[src/rtl/assert_macros.svh]
// ----------------------------------------------------------------------------
// assert_macros.svh
// Concurrent assertion macros, empty when SYNTHESIS is defined.
// ----------------------------------------------------------------------------
`ifndef ASSERT_MACROS_SVH
`define ASSERT_MACROS_SVH

`ifndef SYNTHESIS
`define FSLC_ASSERT_SAME(lbl, clk, rst_n, ante, cons) \
	lbl: assert property (@(posedge clk) disable iff (!rst_n) (ante) |-> (cons)) \
		else $error("assertion failed");
`define FSLC_ASSERT_NEXT(lbl, clk, rst_n, ante, cons) \
	lbl: assert property (@(posedge clk) disable iff (!rst_n) (ante) |=> (cons)) \
		else $error("assertion failed");
`else
`define FSLC_ASSERT_SAME(lbl, clk, rst_n, ante, cons)
`define FSLC_ASSERT_NEXT(lbl, clk, rst_n, ante, cons)
`endif

`endif

[src/rtl/fslc_pkg.sv]
// ----------------------------------------------------------------------------
// fslc_pkg
// Types, codes and constants of the FM seek and lock controller.
// ----------------------------------------------------------------------------
package fslc_pkg;

	localparam int FREQ_W = 11;
	localparam int DEV_W  = 12;

	typedef logic [FREQ_W-1:0] freq_t;
	typedef logic [DEV_W-1:0]  dev_t;

	localparam logic [1:0] OP_STEP = 2'd0;
	localparam logic [1:0] OP_SEEK = 2'd1;
	localparam logic [1:0] OP_MEAS = 2'd2;

	localparam logic [2:0] ST_IGNORED = 3'd0;
	localparam logic [2:0] ST_STEPPED = 3'd1;
	localparam logic [2:0] ST_TUNE    = 3'd2;
	localparam logic [2:0] ST_FOUND   = 3'd3;
	localparam logic [2:0] ST_NONE    = 3'd4;

	localparam logic CFG_LOW_LIMIT  = 1'b0;
	localparam logic CFG_HIGH_LIMIT = 1'b1;

	localparam freq_t LOW_LIMIT_RESET  = 11'd875;
	localparam freq_t HIGH_LIMIT_RESET = 11'd1080;

	localparam logic [5:0] SNR_FLOOR  = 6'd2;
	localparam logic [7:0] RSSI_FLOOR = 8'd10;
	localparam dev_t       DEV_WIN_LO = 12'd280;
	localparam dev_t       DEV_WIN_HI = 12'd3815;
	localparam dev_t       PREV_POS_MIN = 12'd20;
	localparam dev_t       PREV_NEG_MAX = 12'd4075;
	localparam int         DEV_SIGN_BIT = 11;

	typedef struct packed {
		logic [1:0] operation;
		logic       direction_down;
		logic [5:0] snr;
		logic [7:0] rssi;
		logic       afc_railed;
		dev_t       deviation;
	} item_t;

	typedef struct packed {
		logic [2:0] status;
		freq_t      tune_frequency;
		freq_t      playing_frequency;
		logic       muted;
	} result_t;

	typedef struct packed {
		freq_t playing_freq;
		freq_t seek_freq;
		freq_t seek_start_freq;
		logic  seek_dir_down;
		logic  seeking;
		freq_t last_checked_freq;
		dev_t  last_deviation;
	} state_t;

	function automatic freq_t step_wrap(input freq_t f, input logic down,
		input freq_t lo, input freq_t hi);
		logic signed [FREQ_W+1:0] n;
		logic signed [FREQ_W+1:0] lo_s;
		logic signed [FREQ_W+1:0] hi_s;
		lo_s = $signed({2'b00, lo});
		hi_s = $signed({2'b00, hi});
		n = $signed({2'b00, f}) + (down ? -13'sd1 : 13'sd1);
		if (n < lo_s) n = hi_s;
		if (n > hi_s) n = lo_s;
		return n[FREQ_W-1:0];
	endfunction

endpackage

[src/rtl/fslc_lock.sv]
// ----------------------------------------------------------------------------
// fslc_lock
// Lock test on one measurement at the current seek frequency.
// ----------------------------------------------------------------------------
module fslc_lock import fslc_pkg::*; (
	input  freq_t      freq,
	input  logic [5:0] snr,
	input  logic [7:0] rssi,
	input  logic       afc_railed,
	input  dev_t       deviation,
	input  freq_t      last_freq,
	input  dev_t       last_dev,
	input  freq_t      low_limit,
	output logic       locked
);

	logic fail_snr;
	logic fail_sig;
	logic fail_dev;
	logic fail_up;
	logic fail_dn;

	always_comb begin
		fail_snr = snr <= SNR_FLOOR;
		fail_sig = afc_railed || (rssi < RSSI_FLOOR);
		fail_dev = (deviation >= DEV_WIN_LO) && (deviation <= DEV_WIN_HI);
		fail_up  = (freq > low_limit)
			&& (({1'b0, last_freq} + 12'd1) == {1'b0, freq})
			&& (last_dev[DEV_SIGN_BIT] || (last_dev < PREV_POS_MIN));
		fail_dn  = (freq >= low_limit)
			&& (({1'b0, freq} + 12'd1) == {1'b0, last_freq})
			&& (!last_dev[DEV_SIGN_BIT] || (last_dev > PREV_NEG_MAX));
		locked = !(fail_snr || fail_sig || fail_dev || fail_up || fail_dn);
	end

endmodule

[src/rtl/fslc_ctrl.sv]
// ----------------------------------------------------------------------------
// fslc_ctrl
// Next state and result for one item: manual step, seek start, measurement.
// ----------------------------------------------------------------------------
module fslc_ctrl import fslc_pkg::*; (
	input  item_t   item,
	input  state_t  state,
	input  freq_t   low_limit,
	input  freq_t   high_limit,
	output state_t  state_next,
	output result_t result
);

	logic  locked;
	freq_t play_step;
	freq_t seek_step;

	fslc_lock u_lock (
		.freq       (state.seek_freq),
		.snr        (item.snr),
		.rssi       (item.rssi),
		.afc_railed (item.afc_railed),
		.deviation  (item.deviation),
		.last_freq  (state.last_checked_freq),
		.last_dev   (state.last_deviation),
		.low_limit  (low_limit),
		.locked     (locked)
	);

	always_comb begin
		play_step = step_wrap(state.playing_freq, item.direction_down,
			low_limit, high_limit);
		seek_step = step_wrap(state.seek_freq, state.seek_dir_down,
			low_limit, high_limit);
		state_next = state;
		result.status = ST_IGNORED;
		result.tune_frequency = state.seeking ? state.seek_freq : state.playing_freq;
		case (item.operation)
			OP_STEP: begin
				if (!state.seeking) begin
					state_next.playing_freq = play_step;
					result.status = ST_STEPPED;
					result.tune_frequency = play_step;
				end
			end
			OP_SEEK: begin
				if (!state.seeking) begin
					state_next.seeking = 1'b1;
					state_next.seek_dir_down = item.direction_down;
					state_next.seek_start_freq = state.playing_freq;
					state_next.seek_freq = play_step;
					result.status = ST_TUNE;
					result.tune_frequency = play_step;
				end
			end
			OP_MEAS: begin
				if (state.seeking) begin
					state_next.last_checked_freq = state.seek_freq;
					state_next.last_deviation = item.deviation;
					if (locked) begin
						state_next.playing_freq = state.seek_freq;
						state_next.seeking = 1'b0;
						result.status = ST_FOUND;
						result.tune_frequency = state.seek_freq;
					end else if (state.seek_freq == state.seek_start_freq) begin
						state_next.seeking = 1'b0;
						result.status = ST_NONE;
						result.tune_frequency = state.playing_freq;
					end else begin
						state_next.seek_freq = seek_step;
						result.status = ST_TUNE;
						result.tune_frequency = seek_step;
					end
				end
			end
			default: begin
			end
		endcase
		result.playing_frequency = state_next.playing_freq;
		result.muted = state_next.seeking;
	end

endmodule

[src/rtl/fm_seek_lock_controller.sv]
// ----------------------------------------------------------------------------
// fm_seek_lock_controller
// Tuner seek and step controller with lock test on tuner measurements.
// ----------------------------------------------------------------------------
//  channel   | signals                              | role
//  item      | item_valid, item_ready, item         | step, seek start, measurement
//  result    | result_valid, result_ready, result   | status and frequencies
//  config    | cfg_we, cfg_index, cfg_data          | band low and high limits
//
//  One item per cycle while the result is not stalled; an accepted item passes
//  through the input register, then one evaluation step into the result register.
//  The evaluation step reads and writes the seek state in the same cycle.
//  Reset clears the seek state, sets the playing frequency to the low limit
//  reset value and loads both limits with their reset values.
//  A stalled result holds the input register; one item waits there.
// ----------------------------------------------------------------------------
`include "assert_macros.svh"

module fm_seek_lock_controller import fslc_pkg::*; (
	input  logic    clk,
	input  logic    arst_n,
	input  logic    item_valid,
	output logic    item_ready,
	input  item_t   item,
	output logic    result_valid,
	input  logic    result_ready,
	output result_t result,
	input  logic    cfg_we,
	input  logic    cfg_index,
	input  freq_t   cfg_data
);

	item_t   item_s1;
	logic    item_valid_s1;
	result_t result_s2;
	logic    result_valid_s2;
	state_t  state_q;
	state_t  state_next;
	result_t result_next;
	freq_t   low_limit_q;
	freq_t   high_limit_q;
	logic    fire;

	assign fire = item_valid_s1 && (!result_valid_s2 || result_ready);
	assign item_ready = !item_valid_s1 || fire;
	assign result_valid = result_valid_s2;
	assign result = result_s2;

	fslc_ctrl u_ctrl (
		.item       (item_s1),
		.state      (state_q),
		.low_limit  (low_limit_q),
		.high_limit (high_limit_q),
		.state_next (state_next),
		.result     (result_next)
	);

	always_ff @(posedge clk or negedge arst_n) begin
		if (!arst_n) begin
			low_limit_q <= LOW_LIMIT_RESET;
			high_limit_q <= HIGH_LIMIT_RESET;
		end else if (cfg_we) begin
			case (cfg_index)
				CFG_LOW_LIMIT: low_limit_q <= cfg_data;
				CFG_HIGH_LIMIT: high_limit_q <= cfg_data;
				default: begin
				end
			endcase
		end
	end

	always_ff @(posedge clk or negedge arst_n) begin
		if (!arst_n) begin
			item_valid_s1 <= 1'b0;
		end else if (item_ready) begin
			item_valid_s1 <= item_valid;
		end
	end

	always_ff @(posedge clk) begin
		if (item_ready && item_valid) item_s1 <= item;
	end

	always_ff @(posedge clk or negedge arst_n) begin
		if (!arst_n) begin
			result_valid_s2 <= 1'b0;
		end else if (fire) begin
			result_valid_s2 <= 1'b1;
		end else if (result_ready) begin
			result_valid_s2 <= 1'b0;
		end
	end

	always_ff @(posedge clk) begin
		if (fire) result_s2 <= result_next;
	end

	always_ff @(posedge clk or negedge arst_n) begin
		if (!arst_n) begin
			state_q <= '{playing_freq: LOW_LIMIT_RESET, default: '0};
		end else if (fire) begin
			state_q <= state_next;
		end
	end

	`FSLC_ASSERT_NEXT(a_hold_s1, clk, arst_n, item_valid_s1 && !fire, item_valid_s1)
	`FSLC_ASSERT_NEXT(a_ignored_keeps_state, clk, arst_n, fire && (result_next.status == ST_IGNORED), $stable(state_q))
	`FSLC_ASSERT_SAME(a_tune_muted, clk, arst_n, result_valid_s2 && (result_s2.status == ST_TUNE), result_s2.muted)
	`FSLC_ASSERT_SAME(a_done_unmuted, clk, arst_n, result_valid_s2 && (result_s2.status == ST_FOUND || result_s2.status == ST_NONE || result_s2.status == ST_STEPPED), !result_s2.muted)

endmodule

[config.mk]
export PLATFORM = sky130hd
export DESIGN_NAME = fm_seek_lock_controller
export DESIGN_NICKNAME = d
export VERILOG_FILES = /design/src/rtl/fslc_pkg.sv /design/src/rtl/fslc_lock.sv /design/src/rtl/fslc_ctrl.sv /design/src/rtl/fm_seek_lock_controller.sv
export VERILOG_INCLUDE_DIRS = /design/src /design/src/rtl
export SDC_FILE = /design/constraint.sdc
export NUM_CORES = 1
export LEC_CHECK = 0
export CAP_MARGIN = 5
export CORE_UTILIZATION = 66
export CTS_CLUSTER_DIAMETER = 120
export DETAILED_ROUTE_END_ITERATION = 7
export DONT_BUFFER_PORTS = 1
export PLACE_DENSITY = 0.82
export SYNTH_ARGS = -nofsm -noshare
export SYNTH_HDL_FRONTEND = slang
export SYNTH_HIERARCHICAL = 1
export SYNTH_SLANG_ARGS = --single-unit
[constraint.sdc]
create_clock -name clk -period 8.1 [get_ports clk]
set_input_delay 0.81 -clock clk [delete_from_list [all_inputs] [get_ports clk]]
set_output_delay 0.81 -clock clk [all_outputs]
set_load 0.01 [all_outputs]
After elaboration in Yosys (flattened, before gate mapping)
Cells that the tools add are included.
Word-level totals
  flip-flop bits (word level): 138
  bits of input ports: 47
  logic and storage cells: 102
Cells by class
  $add $sub $neg: 4
  order comparisons: 12
  eq/ne operators: 9
  muxes and demuxes: 27
  bitwise operators: 2
  reduce and logical (&&, ||, !) cells: 27
Operator list (count)
  two-way mux 11 bit: 7
  two-way mux 13 bit: 5
  two-way mux 24 bit: 2
  case mux 11 bit (2 select lines): 2
  two-way mux 14 bit: 3
  case mux 14 bit (3 select lines): 1
  adder 12 x 13 -> 13 bit: 2
  > comparator 13 x 12 -> 1 bit: 2
  < comparator 13 x 12 -> 1 bit: 2
  adder 11 x 1 -> 12 bit (second input constant): 2
  == test 12 x 11 -> 1 bit: 2
  two-way mux 22 bit: 1
  greater-or-equal comparator 12 x 9 -> 1 bit (second input constant): 1
  > comparator 12 bit (second input constant): 1
  <= comparator 12 bit (second input constant): 1
  < comparator 12 x 5 -> 1 bit (second input constant): 1
  two-way mux 12 bit: 1
  == test 11 bit: 1
  greater-or-equal comparator 11 bit: 1
  > comparator 11 bit: 1
  logical OR 1 bit: 9
  < comparator 8 x 4 -> 1 bit (second input constant): 1
  != test 2 bit (second input constant): 4
  logical AND 1 bit: 7
  12 further kinds: 21

Logic depth before layout (Yosys ltp)
Gate-level depths: netlist of run 1.
  depth in word-level cells: 10
  depth in mapped cells: 32
  depth with buffers taken out: 26

Hierarchy
Netlist of run 1, hierarchy kept.
By module, submodules not included
  fm_seek_lock_controller: times used 1, cells each 235, area each 4808.4 um^2, seq. area each 3756.1 um^2
  fslc_ctrl: times used 1, cells each 681, area each 4797.1 um^2, seq. area each 0.0 um^2
  fslc_lock: times used 1, cells each 171, area each 1202.4 um^2, seq. area each 0.0 um^2

Least setup slack after synthesis of run 1
OpenSTA, ideal clock, no wires.
  kind: reg2reg
  from: register item_s1[27] in the netlist's numbering
  to: register state_q[49] in the netlist's numbering
  arrival time: 6.606 ns
  path slack: 1.369 ns
  cell stages (with the launch flop): 27
  cell sequence: edfxtp_1 -> ha_1 -> a2111oi_2 -> a21bo_2 -> a31oi_1 -> xnor2_1 -> ha_1 -> a21o_1 -> a2111oi_0 -> nor3b_1 -> ha_1 -> clkbuf_1 -> inv_1 -> clkbuf_1 -> mux2_2 -> ha_1 -> and4_1 -> a221o_1 -> o21ai_1 -> and3_1 -> buf_6 -> buf_6 -> mux2i_2 -> o21ai_1 -> a221o_1 -> buf_4 -> mux2_4
RTL lines
  start: declaration: line fm_seek_lock_controller.sv:33  | item_t item_s1;
  start signal: assignment: line fm_seek_lock_controller.sv:81  | if (item_ready && item_valid) item_s1 <= item;
  end signal: assignment: line fm_seek_lock_controller.sv:102  | state_q <= state_next;
  end: declaration: line fm_seek_lock_controller.sv:37  | state_t state_q;

==> flow_summary.toml, run 1 <==
[timing]
clock_skews_ns = 0.0143
fin_tns_setup_ns = 0
slew_headroom_pct = 24.3
fmax_ghz = 0.129
tightest_slew_ns = 1.14
final_count_of_negative_setup_slack_endpoints = 0
final_period_minus_worst_setup_slack_ns = 7.78
timing_hold_violations_final = 0
timing.final.max_slew_violations = 0
setup_slack_ns = 0.318
rsz_0062_raised_after_global_routing = "no"
period_share_pct = 96.1

[setup_path]
most_numerous_cell_on_the_critical_path = "ha_1"
critical_path.top_delay_family = "compound AO/OA/AOI/OAI gates"
endpoint_kind = "flip-flop"
worst-r2r-setup-slack_ns = 0.32
cp_max_fanout = 16
worst-path-buf-inv = 1
critical-path-slowest-cell = "edfxtp_1"
endpoint = "state_q[56]"
timing.rr.start = "item_s1[27]"
arrival_ns = 8.14
critical_path.startpoint_type = "flip-flop"
crit_path_start = "item_s1[27]"
worst_path_largest_cell_delay_ns = 0.80
reg2reg_depth = 21
worst_ep_required_time_ns = 8.46
r2r_end = "state_q[56]"
worst-path-stages = 21
crit_chain = "ha_1 -> a2111oi_2 -> a21bo_2 -> a31oi_1 -> xnor2_1 -> ha_1 -> a21o_1 -> a2111oi_0 -> nor3b_1 -> ha_1 -> inv_1 -> mux2_2 -> ha_1 -> and4_1 -> a221o_1 -> o21ai_1 -> and3_1 -> mux2i_1 -> o21ai_1 -> a221o_1 -> mux2_4"
critical_path_start_end_classification = "flip-flop to flip-flop"

[floorplanning]
die_height_um = 129
pin_count = 75
floorplan.die_area_mm2 = 0.0166
start_util_pct = 67.4
x_dimension_of_the_die_um = 129
core_area_mm2 = 0.0158
placementRows = 46

[clocking]
cts_hold_buf = 0
clkLatencyLatePin_ns = 0.44
cts.repair.resized = 0
post_cts_buffers = 0
clock_tree.buffer_depth = 2
cts.sinks = 133
cts-root-buf = "clkbuf_16"
htreeDepth = 4
clock_buffer_count_from_cts = 17
clkTransAtPathRegs_ns = 0.07
tritoncts = "yes"

[flow_run]
maxCapViolations = 0

[min_path]
min-delay-path-class = "input pin to async pin"

[logic_synthesis]
post_synth.cell_area_avg_um2 = 9.85
yosys_warnings = 6
synth_area_mm2 = 0.0106
synth.net_count = 1210
syn-instance-count = 1078

[placed_design]
post-place-ws_ns = 0.585
place_hpwl_um = 20400
place_area_mm2 = 0.0107
gp_congestion = 0.993
number_of_buffer_cells_added_on_primary_ports = 0

[drt]
detail_route.drc_violations = 0
routed_wirelength_um = 28800
postRouteAntennaNets = 0
vias = 8975
routed_via_density = 7.00
drt_iter0_markers = 1051
routedWlPerCell_um = 22.4
drtPass1Iterations = 7

[pwr]
cellLeakagePower_uw = 0.00474
max-vdd-ir-drop_mv = 0.344
power_density_mw_per_mm2 = 498

[grt]
grt_pass1_vias = 8405
grt_antenna_before_repair = 0
grt_first_pass_wirelength_um = 44700
grt_usage_pct = 35.6
maximum_number_of_pins_on_one_net_before_global_route_repair = 81
grt.overflow.total = 0

[finish]
nets = 1185
areaGrowthSynthToFinish_pct = 6.33
fill_cells = 1159
final_area_mm2 = 0.0113
drive_above_1_share_pct = 19.6

[status]
run_status = "complete, no violations"
==> state kept, by name, summed over array words and instances, names as in the netlist <==
signal	count
low_limit_q	11
result_valid	1
result	26
item_s1	27
item_valid_s1	1
high_limit_q	11
state_q	56
==> worst reg2reg max path: stages (launching register included) <==
cell and delay, ns:
edfxtp_1 0.80, ha_1 0.43, a2111oi_2 0.39, a21bo_2 0.29, a31oi_1 0.18, xnor2_1 0.22
ha_1 0.32, a21o_1 0.19, a2111oi_0 0.35, nor3b_1 0.24, ha_1 0.37, inv_1 0.40
mux2_2 0.41, ha_1 0.32, and4_1 0.25, a221o_1 0.35, o21ai_1 0.28, and3_1 0.51
mux2i_1 0.57, o21ai_1 0.17, a221o_1 0.40, mux2_4 0.28
==> through the flow <==
stage / std cells / total power, uW / hold slack (ns) / utilization, %
floorplan: 1078 / 3820 / 0.496 / -
global placement: 1250 / 4510 / 0.513 / 67.7
detailed placement: 1250 / 4610 / 0.518 / 67.7
CTS: 1282 / 5470 / 0.0604 / 71.6
global route: 1282 / 5890 / 0.0597 / 71.6
finish: 1283 / 5630 / 0.0667 / 71.6
==> how the worst min path moves through the flow <==
stage                          startpoint         endpoint  slack (ns)  depth (start not counted)
after floorplan           high_limit_q[2]  high_limit_q[2]        0.50                          1
after global placement    high_limit_q[2]  high_limit_q[2]        0.51                          1
after detailed placement           arst_n  high_limit_q[0]        0.52                          0
after CTS                          arst_n      state_q[35]        0.06                          0
after global routing               arst_n  low_limit_q[10]        0.06                          0
final                              arst_n  low_limit_q[10]        0.07                          0
==> power by group <==
| group | switching (uW) | internal, uW |
|---|---|---|
| Combinational | 2130 | 1490 |
| Clock | 342 | 468 |
| Sequential | 267 | 934 |
==> layout make-up <==
type | count | area [um2] | area share, %
Clock inverter | 15 | 188 | 1.66
Inverter | 66 | 248 | 2.19
Sequential cell | 133 | 3620 | 32.0
Antenna cell | 1 | 2.50 | 0.0222
Tap cell | 216 | 270 | 2.39
Multi-Input combinational cell | 816 | 6400 | 56.7
Clock buffer | 17 | 425 | 3.77
Timing Repair Buffer | 19 | 143 | 1.26
==> per-layer routing <==
metal	GRT usage, %	vias up	share of wire (%)
met2	55.9	596	45
met4	18.5	0	5.0
met3	7.86	149	9.8
met1	46.2	4228	40
li1	-	4002	-
met5	0	-	0
==> cells in the final DEF (no fill, tap or decap), types with 9 or more instances in the layout <==
cell       instances
ha_1              83
nor4_1             9
xnor2_1           26
nor2_1            51
buf_4             19
nand4_1           13
o221ai_1          13
mux2_2           108
nor3_1            18
inv_1             65
nor2b_1           11
edfxtp_1          53
a21oi_1           55
o21ai_1           13
dfstp_2           18
xor2_1            18
dfrtp_1           62
mux2_4            10
o211ai_1          14
nand2_1           79
nand3_1           30
o21a_1            24
a31oi_1           14
clkbuf_16         17
mux2i_1           16
o21ai_0           44
No activity file was read; power rests on OpenSTA's default activity.
==> run 2: changes to the inputs <==
Settings changed: CORE_MARGIN from default to 1.5.
==> run 2 against run 1 <==
- die area is 1.6% higher
- clock skew is 0.0085 ns lower
- first-iteration DRC count is 5.4% higher
- register-to-register slack worse by 0.02 ns
- clock-buffer cell count stayed put
- largest power group unchanged
- sequential share of layout area hardly changed
- global-route usage is 0.73 points lower
- critical endpoint unchanged
==> flow_summary.toml, run 2 (synthesis gave the netlist of run 1 again) <==
[status]
run_status = "complete, no violations"

[finish]
most_common_cell_after_layout_fill_and_taps_aside = "mux2_2"
max_flop_register = "state_q"
drive_above_1_share_pct = 19.7
nets = 1186
largest_reg_flops = 56
areaGrowthSynthToFinish_pct = 6.41
antenna-diode-count = 0
layout.cells.non_filler = 1283
most_frequent_cells_in_the_layout = "mux2_2, ha_1, nand2_1"
fill_cells = 1150

[pwr]
p_clk_share_pct = 14.6
relative_contribution_of_combinational_cells_to_total_power_pct = 63.9
max-vdd-ir-drop_mv = 0.260
netSwitchingPower_uw = 2690
internal_power_uw = 2930
cellLeakagePower_uw = 0.00476
power_density_mw_per_mm2 = 497
power.share.switching_pct = 47.9
seq_power_share_pct = 21.5

[flow_run]
maxCapViolations = 0

[timing]
timing_hold_violations_final = 0
slew_headroom_pct = 27.2
tightest_slew_ns = 1.09
timing.final.max_slew_violations = 0
clock_skews_ns = 0.00577
final_period_minus_worst_setup_slack_ns = 7.80
fin_tns_setup_ns = 0
fmax_ghz = 0.128
rsz_0062_raised_after_global_routing = "no"
period_share_pct = 96.3
final_count_of_negative_setup_slack_endpoints = 0

[setup_path]
critical_path_start_end_classification = "flip-flop to flip-flop"
reg2reg_depth = 25
timing.rr.start = "item_s1[27]"
arrival_ns = 8.16
worst_ep_required_time_ns = 8.46
cp_max_fanout = 12
r2r_end = "state_q[56]"
endpoint_kind = "flip-flop"
worst-r2r-setup-slack_ns = 0.30
critical_path.startpoint_type = "flip-flop"

[placed_design]
place_hpwl_um = 20300
number_of_buffer_cells_added_on_primary_ports = 0
dpl.cell_count = 1251
gp_congestion = 0.977

[clocking]
cts-root-buf = "clkbuf_16"
clock_buffer_count_from_cts = 17
tritoncts = "yes"
cts.sinks = 133
cts.repair.resized = 0
cts_hold_buf = 0
htreeDepth = 4
post_cts_buffers = 0
clock_tree.buffer_depth = 2
clkLatencyLatePin_ns = 0.43
clkTransAtPathRegs_ns = 0.06

[grt]
grt_first_pass_wirelength_um = 44500
maximum_number_of_pins_on_one_net_before_global_route_repair = 81
grt_usage_pct = 34.9
grt_antenna_before_repair = 0
grt.overflow.total = 0
grt_pass1_vias = 8272

[floorplanning]
start_util_pct = 67.1
x_dimension_of_the_die_um = 130
die_height_um = 130
placementRows = 46
pin_count = 75
core_area_mm2 = 0.0158
floorplan.die_area_mm2 = 0.0169

[drt]
vias = 8841
routed_wirelength_um = 28700
drt_iter0_markers = 1108
detail_route.drc_violations = 0
routedWlPerCell_um = 22.4
highest_layer = "met4"
routed_via_density = 6.89
postRouteAntennaNets = 0
wl_met1_um = 11900
drtPass1Iterations = 6
routed_met2_length_um = 13200
met3_length_um = 2510

[min_path]
min-delay-path-class = "input pin to async pin"
==> run 2: cell count changes in the layout (fill, tap and decap cells not counted), moves of 2 or more <==
| cell | change |
|---|---|
| clkinv_4 | +2 |
| clkinv_2 | +2 |
| inv_8 | -2 |
| clkinvlp_4 | -2 |
==> run 2: how the worst max path moves through the flow <==
stage,cells past startpoint,endpoint,slack [ns],start
3_3_place_gp,25,state_q[56],0.72,item_s1[27]
4_1_cts,25,state_q[56],0.55,item_s1[27]
2_1_floorplan,26,state_q[49],1.37,item_s1[27]
3_5_place_dp,25,state_q[56],0.61,item_s1[27]
6_report,25,state_q[56],0.30,item_s1[27]
5_1_grt,25,state_q[56],0.04,item_s1[27]
==> run 2: worst max-delay path, cell delays in order, from the launching register on <==
cell       delay, ns
edfxtp_1        0.74
inv_1           0.23
fa_1            0.50
nor2b_1         0.16
o31a_1          0.17
o21ai_1         0.11
a211oi_1        0.36
or3_1           0.19
nand2_1         0.06
ha_1            0.30
a2111oi_0       0.32
nor3b_1         0.24
ha_1            0.36
inv_1           0.39
nor2_1          0.08
a31oi_1         0.49
ha_1            0.37
and4_1          0.22
a221o_1         0.35
o21ai_1         0.29
and3_1          0.27
buf_4           0.23
mux2i_1         0.53
o21ai_1         0.12
a221o_1         0.38
mux2_4          0.27
==> run 2: layout make-up <==
cell class                 instances  area (um2)  share of cell area (%)
clock buffer                      17         425                    3.76
clock inverter                    15         191                    1.69
inverter                          66         248                    2.19
multi-input combinational        816        6400                    56.6
sequential                       133        3620                    32.0
tap                              216         270                    2.39
timing repair buffer              20         150                    1.33
==> run 2: power groups by stage <==
| stage | combinational (uW) | sequential (uW) | clock [uW] |
|---|---|---|---|
| detailed placement | 3410 | 1200 | 0 |
| CTS | 3460 | 1200 | 830 |
| global route | 3860 | 1230 | 856 |
| finish | 3590 | 1210 | 822 |
| floorplan | 2690 | 1140 | 0 |
| global placement | 3350 | 1190 | 0 |
==> run 2: layer usage <==
metal / track usage (%) / up-vias
li1: - / 3982
met1: 46.3 / 4230
met2: 54.6 / 548
met3: 6.77 / 81
met4: 17.6 / 0
met5: 0 / -
==> run 2: per-stage QoR <==
step	hold slack, ns	cell area [um2]	setup slack [ns]	utilization (%)	total power, uW
after floorplan	0.496	10600	1.37	-	3820
after global placement	0.517	10700	0.721	67.5	4550
after detailed placement	0.517	10700	0.611	67.5	4620
after CTS	0.0634	11300	0.549	71.4	5480
after global routing	0.0646	11300	0.0436	71.4	5940
final	0.0771	11300	0.302	71.4	5620
==> run 3: changes to the inputs <==
Settings changed: ABC_AREA from default to 1.
==> run 3 against run 2 <==
- via count grew 22%
- final cell count grew 36%
- register-to-register slack better by 0.95 ns
- flip-flop and latch count did not move
- critical path type unchanged
- synthesized cell count grew 45%
==> flow_summary.toml, run 3 <==
[logic_synthesis]
synth_area_mm2 = 0.0110
syn-instance-count = 1565
yosys_warnings = 6
synth.net_count = 1697
post_synth.cell_area_avg_um2 = 7.01

[timing]
finalHoldWorstSlack_ns = 0.0603
timing.final.max_slew_violations = 0
period_share_pct = 84.6
timing_hold_violations_final = 0
final_period_minus_worst_setup_slack_ns = 6.85
fmax_ghz = 0.146
clock_skews_ns = 0.0127
fin_tns_setup_ns = 0
rsz_0062_raised_after_global_routing = "no"
tightest_slew_ns = 1.19
final_count_of_negative_setup_slack_endpoints = 0
slew_headroom_pct = 20.5

[pwr]
netSwitchingPower_uw = 3200
seq_power_share_pct = 22.9
max-vdd-ir-drop_mv = 0.287
relative_contribution_of_combinational_cells_to_total_power_pct = 62.7
total_power_uw = 5790
internal_power_uw = 2600
power.share.switching_pct = 55.2
p_clk_share_pct = 14.4
cellLeakagePower_uw = 0.00579
power_density_mw_per_mm2 = 505

[clocking]
cts.sinks = 133
post_cts_buffers = 0
cts-root-buf = "clkbuf_16"
clock_tree.buffer_depth = 2
cts_hold_buf = 0
clkTransAtPathRegs_ns = 0.07
clock_buffer_count_from_cts = 17
cts.repair.resized = 0
htreeDepth = 4
tritoncts = "yes"
clkLatencyLatePin_ns = 0.44

[floorplanning]
placementRows = 46
floorplan.die_area_mm2 = 0.0174
start_util_pct = 68.3
pin_count = 75
core_area_mm2 = 0.0161
die_height_um = 132
x_dimension_of_the_die_um = 132

[setup_path]
endpoint_kind = "flip-flop"
most_numerous_cell_on_the_critical_path = "nand2_1"
cp_max_fanout = 19
arrival_ns = 7.22
worst_path_largest_cell_delay_ns = 0.73
critical-path-slowest-cell = "dfrtp_1"
worst-path-buf-inv = 4
critical_path.top_delay_family = "simple AND/OR/NAND/NOR gates"
critical_path.startpoint_type = "flip-flop"
critical_path_start_end_classification = "flip-flop to flip-flop"
worst_ep_required_time_ns = 8.47

[finish]
antenna-diode-count = 0
nets = 1653
fill_cells = 1338
largest_reg_flops = 56
drive_above_1_share_pct = 6.00
most_common_cell_after_layout_fill_and_taps_aside = "nand2_1"
areaGrowthSynthToFinish_pct = 4.53
max_flop_register = "state_q"
most_frequent_cells_in_the_layout = "nand2_1, nand3_1, inv_1"

[grt]
grt_antenna_before_repair = 0
grt_pass1_vias = 10100
grt.overflow.total = 0
grt_usage_pct = 38.7
maximum_number_of_pins_on_one_net_before_global_route_repair = 81
grt_first_pass_wirelength_um = 52500

[placed_design]
gp_congestion = 1.04
place_hpwl_um = 23200
number_of_buffer_cells_added_on_primary_ports = 0

[drt]
routedWlPerCell_um = 19.0
routed_wirelength_um = 33200
detail_route.drc_violations = 0
drtPass1Iterations = 6
vias = 10800
drt_iter0_markers = 1633
postRouteAntennaNets = 0
routed_via_density = 6.16

[flow_run]
maxCapViolations = 0

[min_path]
min-delay-path-class = "input pin to async pin"

[status]
run_status = "complete, no violations"
run 3: cell count changes in the layout (fill, tap and decap cells not counted), sizes merged, moves of 11 or more:
cell    delta
inv      +125
mux2     -121
buf       -16
nand3    +172
o21a      -21
a31oi     -12
mux2i     -19
nor2      +25
nand2    +446
o21ai     +49
nor3      -11
nor2b     -11
o221ai    -11
xnor2     -17
run 3: area by class of cell:
cell class,count,area (um2),share of cell area [%]
Clock inverter,15,206,1.80
Timing Repair Buffer,4,30.0,0.262
Multi-Input combinational cell,1175,6200,54.1
Tap cell,216,270,2.36
Clock buffer,17,425,3.71
Sequential cell,133,3620,31.5
Inverter,190,713,6.22
run 3: metrics by stage:
stage                     utilization, %  setup WS, ns  instance area [um2]  instances
final                               71.4          1.25                11500       1750
after global routing                71.4         0.691                11500       1750
after CTS                           71.4          1.47                11500       1750
after detailed placement            67.5          1.52                10800       1718
after global placement              67.5          1.59                10800       1718
after floorplan                        -          2.91                11000       1565
run 3: worst reg2reg max path: cells and delay by family (launching register included):
kind            cells  cell delay, ns
buf+inv             4            0.94
compound gates      8            1.44
fa+ha+maj           4            1.42
xor+xnor            1            0.32
simple gates       21            1.92
flops               1            0.73
run 3: power groups by stage:
| stage | registers (uW) | clock network, uW | logic, uW |
|---|---|---|---|
| 2_1_floorplan | 1140 | 0 | 2850 |
| 3_3_place_gp | 1310 | 0 | 3350 |
| 3_5_place_dp | 1310 | 0 | 3450 |
| 4_1_cts | 1300 | 844 | 3500 |
| 5_1_grt | 1340 | 871 | 4020 |
| 6_report | 1320 | 837 | 3630 |
run 3: final timing paths:
kind / slack (ns) / to / depth (start not counted) / startpoint
worst min register to register: 0.51 / high_limit_q[6] / 2 / high_limit_q[6]
max in group asynchronous: 7.82 / low_limit_q[5] / 0 / arst_n
worst max-delay path: 1.25 / state_q[45] / 38 / state_q[36]
worst max register to register: 1.25 / state_q[45] / 38 / state_q[36]
worst min-delay path: 0.06 / state_q[54] / 0 / arst_n
min in group clk: 0.46 / item_s1[21] / 0 / item[21]
run 3: per-layer routing:
metal | GRT usage (%) | up-vias | share of wire (%)
li1 | - | 5043 | -
met1 | 52.9 | 4888 | 40
met2 | 59.0 | 698 | 44
met3 | 7.27 | 159 | 11
met4 | 19.3 | 0 | 5.1
met5 | 0 | - | 0
